`src/hw/rtl/ffea_pkg.sv`:
```
package ffea_pkg;

   localparam int MaxExtentsDefault = 16;
   localparam int AddrWidth = 48;
   localparam int ExtWidth = 49;

   localparam logic [1:0] STATUS_OK      = 2'd0;
   localparam logic [1:0] STATUS_NO_FIT  = 2'd1;
   localparam logic [1:0] STATUS_FULL    = 2'd2;
   localparam logic [1:0] STATUS_OVERLAP = 2'd3;

   localparam logic MODE_ALLOC = 1'b0;
   localparam logic MODE_FREE  = 1'b1;

   localparam logic REG_BASE  = 1'b0;
   localparam logic REG_BYTES = 1'b1;

   typedef enum logic [3:0] {
      ST_IDLE,
      ST_READ,
      ST_EVAL,
      ST_SHIFT_UP,
      ST_SHIFT_DOWN,
      ST_PUT,
      ST_DONE,
      ST_REBUILD
   } state_type;

   // controller -> datapath
   typedef struct packed {
      logic load_req;     // capture request
      logic rd_cur;       // read entry at cursor
      logic cur_inc;      // advance cursor
      logic set_cur_last; // cursor to count-1 for shift up
      logic cur_dec;
      logic trim;         // alloc trim current
      logic set_start;    // free merge down
      logic set_end;      // free merge up
      logic move_up;      // entry[cur+1] = entry[cur]
      logic move_down;    // entry[cur] = entry[cur+1]
      logic put;          // entry[pos] = block
      logic cnt_inc;
      logic cnt_dec;
      logic rebuild;
      logic set_status;
      logic [1:0] status;
      logic grant;        // latch grant from current
      logic save_pos;
   } cmd_type;

   // datapath -> controller
   typedef struct packed {
      logic is_free;
      logic walk_end;     // cursor reached count
      logic full;
      logic sz_eq;
      logic sz_gt;
      logic st_gt;        // start > blk_end
      logic st_eq;        // start == blk_end
      logic en_eq;        // end == addr
      logic en_lt;        // end < addr
      logic up_done;      // cursor below saved pos during shift up
      logic down_done;    // cursor+1 reached count
   } sts_type;

endpackage

```
`src/hw/rtl/ffea_ctrl.sv`:
```
module ffea_ctrl
   import ffea_pkg::*;
(
   input  logic    clock,
   input  logic    reset,
   input  logic    start,
   input  logic    cfg_write,
   input  logic    rsp_taken,
   input  sts_type sts,
   output cmd_type cmd,
   output logic    busy,
   output logic    done
);

   state_type state_ff, state_in;

   always_ff @(posedge clock) begin
      if (reset) begin
         state_ff <= ST_REBUILD;
      end else begin
         state_ff <= state_in;
      end
   end

   always_comb begin
      state_in = state_ff;
      case (state_ff)
         ST_IDLE: begin
            if (cfg_write) begin
               state_in = ST_REBUILD;
            end else if (start) begin
               state_in = ST_READ;
            end
         end
         ST_READ: state_in = ST_EVAL;
         ST_EVAL: begin
            if (sts.walk_end) begin
               if (sts.is_free && !sts.full) begin
                  state_in = ST_SHIFT_UP;
               end else begin
                  state_in = ST_DONE;
               end
            end else if (!sts.is_free) begin
               if (sts.sz_eq) begin
                  state_in = ST_SHIFT_DOWN;
               end else if (sts.sz_gt) begin
                  state_in = ST_DONE;
               end else begin
                  state_in = ST_READ;
               end
            end else begin
               if (sts.st_gt) begin
                  state_in = sts.full ? ST_DONE : ST_SHIFT_UP;
               end else if (sts.st_eq || sts.en_eq || !sts.en_lt) begin
                  state_in = ST_DONE;
               end else begin
                  state_in = ST_READ;
               end
            end
         end
         ST_SHIFT_UP: state_in = sts.up_done ? ST_PUT : ST_SHIFT_UP;
         ST_PUT: state_in = ST_DONE;
         ST_SHIFT_DOWN: state_in = sts.down_done ? ST_DONE : ST_SHIFT_DOWN;
         ST_DONE: begin
            if (rsp_taken) begin
               state_in = ST_IDLE;
            end
         end
         ST_REBUILD: state_in = ST_IDLE;
         default: state_in = ST_IDLE;
      endcase
   end

   always_comb begin
      cmd = '0;
      busy = 1'b1;
      done = 1'b0;
      case (state_ff)
         ST_IDLE: begin
            busy = 1'b0;
            cmd.load_req = start && !cfg_write;
         end
         ST_READ: cmd.rd_cur = 1'b1;
         ST_EVAL: begin
            cmd.set_status = 1'b1;
            cmd.status = STATUS_OK;
            if (sts.walk_end) begin
               if (!sts.is_free) begin
                  cmd.status = STATUS_NO_FIT;
               end else if (sts.full) begin
                  cmd.status = STATUS_FULL;
               end else begin
                  cmd.save_pos = 1'b1;
                  cmd.set_cur_last = 1'b1;
               end
            end else if (!sts.is_free) begin
               if (sts.sz_eq) begin
                  cmd.grant = 1'b1;
               end else if (sts.sz_gt) begin
                  cmd.grant = 1'b1;
                  cmd.trim = 1'b1;
               end else begin
                  cmd.set_status = 1'b0;
                  cmd.cur_inc = 1'b1;
               end
            end else begin
               if (sts.st_gt) begin
                  if (sts.full) begin
                     cmd.status = STATUS_FULL;
                  end else begin
                     cmd.save_pos = 1'b1;
                     cmd.set_cur_last = 1'b1;
                  end
               end else if (sts.st_eq) begin
                  cmd.set_start = 1'b1;
               end else if (sts.en_eq) begin
                  cmd.set_end = 1'b1;
               end else if (sts.en_lt) begin
                  cmd.set_status = 1'b0;
                  cmd.cur_inc = 1'b1;
               end else begin
                  cmd.status = STATUS_OVERLAP;
               end
            end
         end
         ST_SHIFT_UP: begin
            if (!sts.up_done) begin
               cmd.move_up = 1'b1;
               cmd.cur_dec = 1'b1;
            end
         end
         ST_PUT: begin
            cmd.put = 1'b1;
            cmd.cnt_inc = 1'b1;
         end
         ST_SHIFT_DOWN: begin
            if (sts.down_done) begin
               cmd.cnt_dec = 1'b1;
            end else begin
               cmd.move_down = 1'b1;
               cmd.cur_inc = 1'b1;
            end
         end
         ST_DONE: done = 1'b1;
         ST_REBUILD: cmd.rebuild = 1'b1;
         default: ;
      endcase
   end

endmodule

```
`src/hw/rtl/ffea_dpath.sv`:
```
module ffea_dpath
   import ffea_pkg::*;
#(
   parameter int MAX_EXTENTS = MaxExtentsDefault
) (
   input  logic                 clock,
   input  logic                 reset,
   input  cmd_type              cmd,
   input  logic                 req_mode,
   input  logic [AddrWidth-1:0] req_addr,
   input  logic [AddrWidth-1:0] req_bytes,
   input  logic [AddrWidth-1:0] region_base,
   input  logic [AddrWidth-1:0] region_bytes,
   output sts_type              sts,
   output logic [AddrWidth-1:0] grant_addr,
   output logic [1:0]           status
);

   localparam int IdxW = $clog2(MAX_EXTENTS);
   localparam int CntW = $clog2(MAX_EXTENTS + 1);

   // start and end packed into one word per entry
   logic [2*ExtWidth-1:0] mem [MAX_EXTENTS];

   logic [CntW-1:0]      count_ff, cur_ff, pos_ff;
   logic                 mode_ff;
   logic [AddrWidth-1:0] addr_ff, bytes_ff, grant_ff;
   logic [ExtWidth-1:0]  blk_end_ff;
   logic [1:0]           status_ff;
   logic [ExtWidth-1:0]  rd_start, rd_end;

   logic [ExtWidth-1:0]  size;
   logic [ExtWidth-1:0]  want;
   logic [ExtWidth-1:0]  addr_x;
   logic [CntW-1:0]      cur_nx;

   assign want   = {1'b0, bytes_ff};
   assign addr_x = {1'b0, addr_ff};
   assign size   = rd_end - rd_start;
   assign cur_nx = cur_ff + CntW'(1);

   always_ff @(posedge clock) begin
      if (reset) begin
         count_ff <= CntW'(1);
         cur_ff <= '0;
      end else begin
         if (cmd.rebuild) begin
            count_ff <= CntW'(1);
         end else if (cmd.cnt_inc) begin
            count_ff <= count_ff + CntW'(1);
         end else if (cmd.cnt_dec) begin
            count_ff <= count_ff - CntW'(1);
         end
         if (cmd.load_req) begin
            cur_ff <= '0;
         end else if (cmd.set_cur_last) begin
            cur_ff <= count_ff - CntW'(1);
         end else if (cmd.cur_inc) begin
            cur_ff <= cur_nx;
         end else if (cmd.cur_dec) begin
            cur_ff <= cur_ff - CntW'(1);
         end
      end
   end

   always_ff @(posedge clock) begin
      if (cmd.load_req) begin
         mode_ff <= req_mode;
         addr_ff <= req_addr;
         bytes_ff <= req_bytes;
         blk_end_ff <= {1'b0, req_addr} + {1'b0, req_bytes};
         grant_ff <= '0;
      end
      if (cmd.save_pos) begin
         pos_ff <= cur_ff;
      end
      if (cmd.grant) begin
         grant_ff <= rd_start[AddrWidth-1:0];
      end
      if (cmd.set_status) begin
         status_ff <= cmd.status;
      end
   end

   // table memory: one write port, one registered read port
   always_ff @(posedge clock) begin
      if (cmd.rebuild) begin
         mem[0] <= {{1'b0, region_base}, {1'b0, region_base} + {1'b0, region_bytes}};
      end else if (cmd.trim) begin
         mem[cur_ff[IdxW-1:0]] <= {rd_start + want, rd_end};
      end else if (cmd.set_start) begin
         mem[cur_ff[IdxW-1:0]] <= {addr_x, rd_end};
      end else if (cmd.set_end) begin
         mem[cur_ff[IdxW-1:0]] <= {rd_start, blk_end_ff};
      end else if (cmd.move_up) begin
         mem[cur_nx[IdxW-1:0]] <= {rd_start, rd_end};
      end else if (cmd.move_down) begin
         mem[cur_ff[IdxW-1:0]] <= {rd_start, rd_end};
      end else if (cmd.put) begin
         mem[pos_ff[IdxW-1:0]] <= {addr_x, blk_end_ff};
      end
   end

   // read address: shift down reads the next entry, shift up the current one
   logic [CntW-1:0] rd_idx;
   logic            rd_en;
   always_comb begin
      rd_idx = cur_ff;
      if (cmd.move_down) begin
         rd_idx = cur_nx + CntW'(1);
      end else if (cmd.grant && !cmd.trim) begin
         // exact fit: the first shift step needs entry cur+1 already loaded
         rd_idx = cur_nx;
      end else if (cmd.cur_dec) begin
         rd_idx = cur_ff - CntW'(1);
      end else if (cmd.set_cur_last) begin
         rd_idx = count_ff - CntW'(1);
      end else if (cmd.cur_inc && !cmd.rd_cur) begin
         rd_idx = cur_nx + CntW'(1);
      end
      rd_en = 1'b1;
   end

   logic [2*ExtWidth-1:0] rd_word;
   always_ff @(posedge clock) begin
      if (rd_en) begin
         rd_word <= mem[rd_idx[IdxW-1:0]];
      end
   end

   always_comb begin
      rd_start = rd_word[2*ExtWidth-1:ExtWidth];
      rd_end   = rd_word[ExtWidth-1:0];
   end

   always_comb begin
      sts.is_free   = (mode_ff == MODE_FREE);
      sts.walk_end  = (cur_ff >= count_ff);
      sts.full      = (count_ff >= CntW'(MAX_EXTENTS));
      sts.sz_eq     = (size == want);
      sts.sz_gt     = (size > want);
      sts.st_gt     = (rd_start > blk_end_ff);
      sts.st_eq     = (rd_start == blk_end_ff);
      sts.en_eq     = (rd_end == addr_x);
      sts.en_lt     = (rd_end < addr_x);
      sts.up_done   = (cur_ff < pos_ff) || (cur_ff == pos_ff - CntW'(1))
                      || (count_ff == '0) || (cur_ff >= count_ff);
      sts.down_done = (cur_nx >= count_ff);
   end

   assign grant_addr = grant_ff;
   assign status = status_ff;

endmodule

```
`src/hw/rtl/first_fit_extent_allocator_top.sv`:
```
// Channel   Dir  Handshake              Payload
// req_      in   req_tvalid/req_tready  tuser: mode; tdata: block_address, block_bytes
// rsp_      out  rsp_tvalid/rsp_tready  tdata: granted_address, status
// csr_      in   csr_we                 index 0 region_base, 1 region_bytes
//
// One item at a time: an allocate walks the table entry by entry, and on an exact
// fit shifts the later entries down to close the gap; a free walks to its place
// and, if it cannot merge, shifts later entries up to open a slot and places the
// block. The next request is taken only after the walk and the response transfer.
// Reset (synchronous) enters a rebuild state that reloads the table from the region
// registers. A stalled response holds in the output register; the next request
// waits until it transfers.
module first_fit_extent_allocator_top
   import ffea_pkg::*;
#(
   parameter int MAX_EXTENTS = MaxExtentsDefault
) (
   input  logic         clock,
   input  logic         reset,
   input  logic         req_tvalid,
   output logic         req_tready,
   input  logic         req_tuser,   // mode
   input  logic [95:0]  req_tdata,   // block_address[47:0], block_bytes[95:48]
   output logic         rsp_tvalid,
   input  logic         rsp_tready,
   output logic [55:0]  rsp_tdata,   // granted_address[47:0], status[49:48], zero
   input  logic         csr_we,
   input  logic         csr_index,
   input  logic [47:0]  csr_wdata
);

   logic [AddrWidth-1:0] base_ff, bytes_ff;
   cmd_type cmd;
   sts_type sts;
   logic busy, done;
   logic [AddrWidth-1:0] grant;
   logic [1:0] status;

   // hold region registers; a write rebuilds the table when it lands while the controller is idle
   always_ff @(posedge clock) begin
      if (reset) begin
         base_ff <= '0;
         bytes_ff <= '0;
      end else if (csr_we) begin
         if (csr_index == REG_BASE) begin
            base_ff <= csr_wdata;
         end else begin
            bytes_ff <= csr_wdata;
         end
      end
   end

   logic cfg_pend_ff;
   always_ff @(posedge clock) begin
      if (reset) begin
         cfg_pend_ff <= 1'b0;
      end else begin
         cfg_pend_ff <= csr_we;
      end
   end

   assign req_tready = !busy && !cfg_pend_ff && !csr_we;

   ffea_ctrl u_ctrl (
      .clock     (clock),
      .reset     (reset),
      .start     (req_tvalid && req_tready),
      .cfg_write (cfg_pend_ff),
      .rsp_taken (rsp_tready),
      .sts       (sts),
      .cmd       (cmd),
      .busy      (busy),
      .done      (done)
   );

   ffea_dpath #(.MAX_EXTENTS(MAX_EXTENTS)) u_dpath (
      .clock        (clock),
      .reset        (reset),
      .cmd          (cmd),
      .req_mode     (req_tuser),
      .req_addr     (req_tdata[47:0]),
      .req_bytes    (req_tdata[95:48]),
      .region_base  (base_ff),
      .region_bytes (bytes_ff),
      .sts          (sts),
      .grant_addr   (grant),
      .status       (status)
   );

   assign rsp_tvalid = done;
   assign rsp_tdata = {6'd0, status, grant};

   // a response never shows while a request is being taken
   a_no_overlap: assert property (@(posedge clock) disable iff (reset)
      rsp_tvalid |-> !req_tready)
      else $error("response and request overlap");

   // a request transfer is followed by busy
   a_busy: assert property (@(posedge clock) disable iff (reset)
      (req_tvalid && req_tready) |=> busy)
      else $error("not busy after request");

endmodule

```
`config.mk`:
```
export PLATFORM = sky130hd
export DESIGN_NAME = first_fit_extent_allocator_top
export DESIGN_NICKNAME = d
export VERILOG_FILES = /design/src/hw/rtl/ffea_pkg.sv /design/src/hw/rtl/ffea_ctrl.sv /design/src/hw/rtl/ffea_dpath.sv /design/src/hw/rtl/first_fit_extent_allocator_top.sv
export SDC_FILE = /design/constraint.sdc
export NUM_CORES = 2
export LEC_CHECK = 0
export BUFFER_PORTS_ARGS = -buffer_cell sky130_fd_sc_hd__buf_2
export CORE_MARGIN = 2
export CORE_UTILIZATION = 38
export CTS_BUF_LIST = sky130_fd_sc_hd__clkbuf_4
export CTS_CLUSTER_DIAMETER = 30
export DETAILED_ROUTE_END_ITERATION = 7
export SLEW_MARGIN = 20
export SYNTH_ARGS = -nofsm -noshare
export SYNTH_HDL_FRONTEND = slang
export SYNTH_HIERARCHICAL = 1
export SYNTH_SLANG_ARGS = --single-unit
```
`constraint.sdc`:
```
create_clock -name clock -period 32.6 [get_ports clock]
set_clock_uncertainty 0.1 [all_clocks]
set_input_delay 1.63 -clock clock [delete_from_list [all_inputs] [get_ports clock]]
set_output_delay 1.63 -clock clock [all_outputs]
set_load 0.03 [all_outputs]
```
==> reports/metrics.yaml <==
fp.dieW_um: 493
power_leakage_nw: 37.1
multiInputGateArea_um2: 31500
post_cts_resized: 0
fill_cells: 21600
grt_pass1_vias: 57400
routed_wirelength_mm: 293
ys_types: 92
max_clock_freq_mhz: 86.7
start_util_pct: 38.2
post-route-cell-area_um2: 103000
crit_path_max_incr_delay_ns: 0.84
worst_ep_required_time_ns: 33.68
clockBufferDepth: 4
synthCells: 6072
setup_tns_ns: 0
overflow: 0
start_kind: "register"
ys_top_cells_by_count: "edfxtp_1 (1769), a21oi_1 (400), mux4_2 (392), ha_1 (359), inv_1 (265)"
ys_warn_count: 6
routabilityCongestion: 0.980
status: "finished, violations left"
path_clk_slew_ns: 0.08
reg2reg_depth: 34
num-nets-final: 7217
die_h_um: 493
r2r-start: "u_dpath/rd_word[0]"
ys_seq_area_share_pct: 63.1
holdPathEnd: "u_dpath/bytes_ff[12]"
async_reset_ff_share_pct: 0
ys.flop_type: "edfxtp_1"
fin_crit_sh_pct: 35.4
cp.buffers_inverters: 4
power_density_nw_per_um2: 98.0
hold_violations: 0
cp.arrival_ns: 12.62
rows: 179
cts_tree: "yes"
die-area_um2: 243000
tightest_slew_ns: 1.25
whs_ns: 0.282
drt_iter0_drc: 6895
grt_first_pass_wirelength_mm: 413
hold_buffers: 0
via_per_inst: 5.74
port-buffer-count: 202
route.vias.total: 59100
violations: "design-rule violations"
path_max_fanout: 60
ios: 209
critPathCaptureType: "register"
dp_hpwl_mm: 195
synth_area_leaders: "edfxtp_1 (59%), mux4_2 (9.7%), ha_1 (4.9%)"
layout_min_cycle_time_ns: 11.54
synth.top_cell.area_share_pct: 58.5
r2r-end: "u_dpath/rd_word[26]"
cts.sinks: 1977
drive_gt1_share_pct: 24.4
hold_start: "req_tdata[60]"
finalMaxSlewViolations: 0
first_pass_iters: 8
placed_area_um2: 95900
r2r_slack_ns: 21.06
post_cts_buffers: 0
slew_headroom_pct: 15.7
ant_nets: 0
fin_ws_ns: 21.06
synth_edf_count: 1769
ir_drop_uv: 81.9
grt_max_degree: 99
drc: 26
rsz0062_at_grt: "no"
setup_violations: 0
antenna_found_initial: 26
holdPathStages: 1
cpMaxStageDelayCell: "buf_4"
synth.most_common_cell: "edfxtp_1"
wl_per_cell_um: 28.5
core_um2: 238000
avgSynthCellArea_um2: 15.0
track_usage_pct: 23.6
path_class: "reg2reg"
ys_seq_elements: 1977
crit_family: "compound AO/OA/AOI/OAI gates"
yosys.area.top_type: "edfxtp_1"
area_growth_pct: 13.6
cap_violations: 0
cts_buffers: 556
fin_util_pct: 43.4
htree_levels: 6
clk_latency_ns: 1.45
path_depth: 34
pre_cts_ws_ns: 20.98
syn-cell-area_um2: 90800
seqCellArea_um2: 57300
hp-class: "in2reg"
root_buffer: "clkbuf_4"
placed cells by master, fill, tap and decap left out, types with 39 or more instances in the layout:
cell type / synthesis / layout
edfxtp_1: 1769 / 1769
clkbuf_4: 0 / 797
mux4_2: 392 / 392
a21oi_1: 400 / 390
ha_1: 359 / 359
inv_1: 265 / 265
nand2_1: 217 / 215
o21ai_0: 225 / 214
dfxtp_1: 208 / 208
mux2i_1: 205 / 205
buf_2: 80 / 204
nand2b_1: 181 / 181
nor2_1: 191 / 168
buf_4: 28 / 154
nor2b_1: 147 / 147
a211oi_1: 141 / 140
a21o_1: 123 / 123
xnor2_1: 119 / 119
clkinv_1: 0 / 92
nand3_1: 79 / 78
nand4_1: 65 / 65
xor2_1: 62 / 62
and2_1: 61 / 59
nor3_1: 44 / 44
o211ai_1: 43 / 43
clkinv_2: 0 / 40
o21a_1: 39 / 39
report_power, final:
part / switching, mW / internal [mW]
sequential: 0.192 / 3.38
combinational: 2.61 / 1.63
clock: 1.05 / 1.25
total: 3.85 / 6.26
how the worst max path moves through the flow:
stage / from / endpoint / slack [ns]
6_report: u_dpath/rd_word[0] / u_dpath/rd_word[26] / 21.06
5_1_grt: u_dpath/rd_word[51] / u_dpath/rd_word[12] / 20.04
4_1_cts: u_dpath/rd_word[51] / u_dpath/rd_word[12] / 20.99
3_5_place_dp: u_dpath/rd_word[51] / u_dpath/rd_word[12] / 20.98
3_3_place_gp: u_dpath/rd_word[0] / u_dpath/rd_word[12] / 20.97
2_1_floorplan: csr_we / u_dpath/grant_addr[0] / 17.03
state kept, by name, summed over array words and instances, names as in the netlist:
name	flops
u_dpath/mem	1568
u_dpath/rd_word	98
u_dpath/blk_end_ff	49
base_ff	48
bytes_ff	48
u_dpath/addr_ff	48
u_dpath/bytes_ff	48
u_dpath/grant_addr	48
u_dpath/count_ff	5
u_dpath/cur_ff	5
u_dpath/pos_ff	5
u_ctrl/state_ff	3
u_dpath/status	2
cfg_pend_ff	1
u_dpath/mode_ff	1
layer usage:
layer / vias to the layer above / routed length (µm) / track usage [%]
met5: - / 52 / 0
li1: 25500 / - / -
met2: 3086 / 132000 / 35.9
met3: 435 / 26800 / 4.99
met1: 30100 / 127000 / 34.1
met4: 8 / 6880 / 6.87
per-stage QoR:
stage          cells  total power, mW
6_report       10300             10.1
5_1_grt        10300             10.6
4_1_cts        10300             10.1
3_5_place_dp    9309             7.82
3_3_place_gp    9304             7.79
2_1_floorplan   6077             6.42
cells by family (layout without fill, tap and decap cells):
| logic type | Yosys count | after routing | share of synthesized area [%] |
|---|---|---|---|
| xor+xnor | 182 | 182 | 1.76 |
| mux | 597 | 597 | 12.0 |
| other cells | 1 | 25 | 0.00413 |
| buf+inv | 562 | 1597 | 2.60 |
| compound gates | 1285 | 1285 | 9.10 |
| simple gates | 1105 | 1105 | 6.43 |
| fa+ha+maj | 363 | 363 | 5.04 |
| flops | 1977 | 1977 | 63.1 |
cell type report:
| cell class | instances | share of cell area (%) |
|---|---|---|
| Antenna cell | 19 | 0.0461 |
| Clock buffer | 795 | 5.78 |
| Clock inverter | 172 | 1.10 |
| Inverter | 265 | 0.964 |
| Multi-Input combinational cell | 3538 | 30.5 |
| Sequential cell | 1977 | 55.5 |
| Tap cell | 3167 | 3.84 |
| Timing Repair Buffer | 365 | 2.21 |
worst reg2reg max path: cells and delay by family (launching register included):
| family | cells | cell delay (ns) |
|---|---|---|
| adders and majority gates | 3 | 0.94 |
| buffers and inverters | 4 | 2.65 |
| AOI/OAI and AO/OA | 17 | 5.13 |
| and+or+nand+nor | 9 | 1.69 |
| DFF | 1 | 0.35 |
| muxes | 1 | 0.49 |
Note: power is estimated with default switching activity, not from simulation.
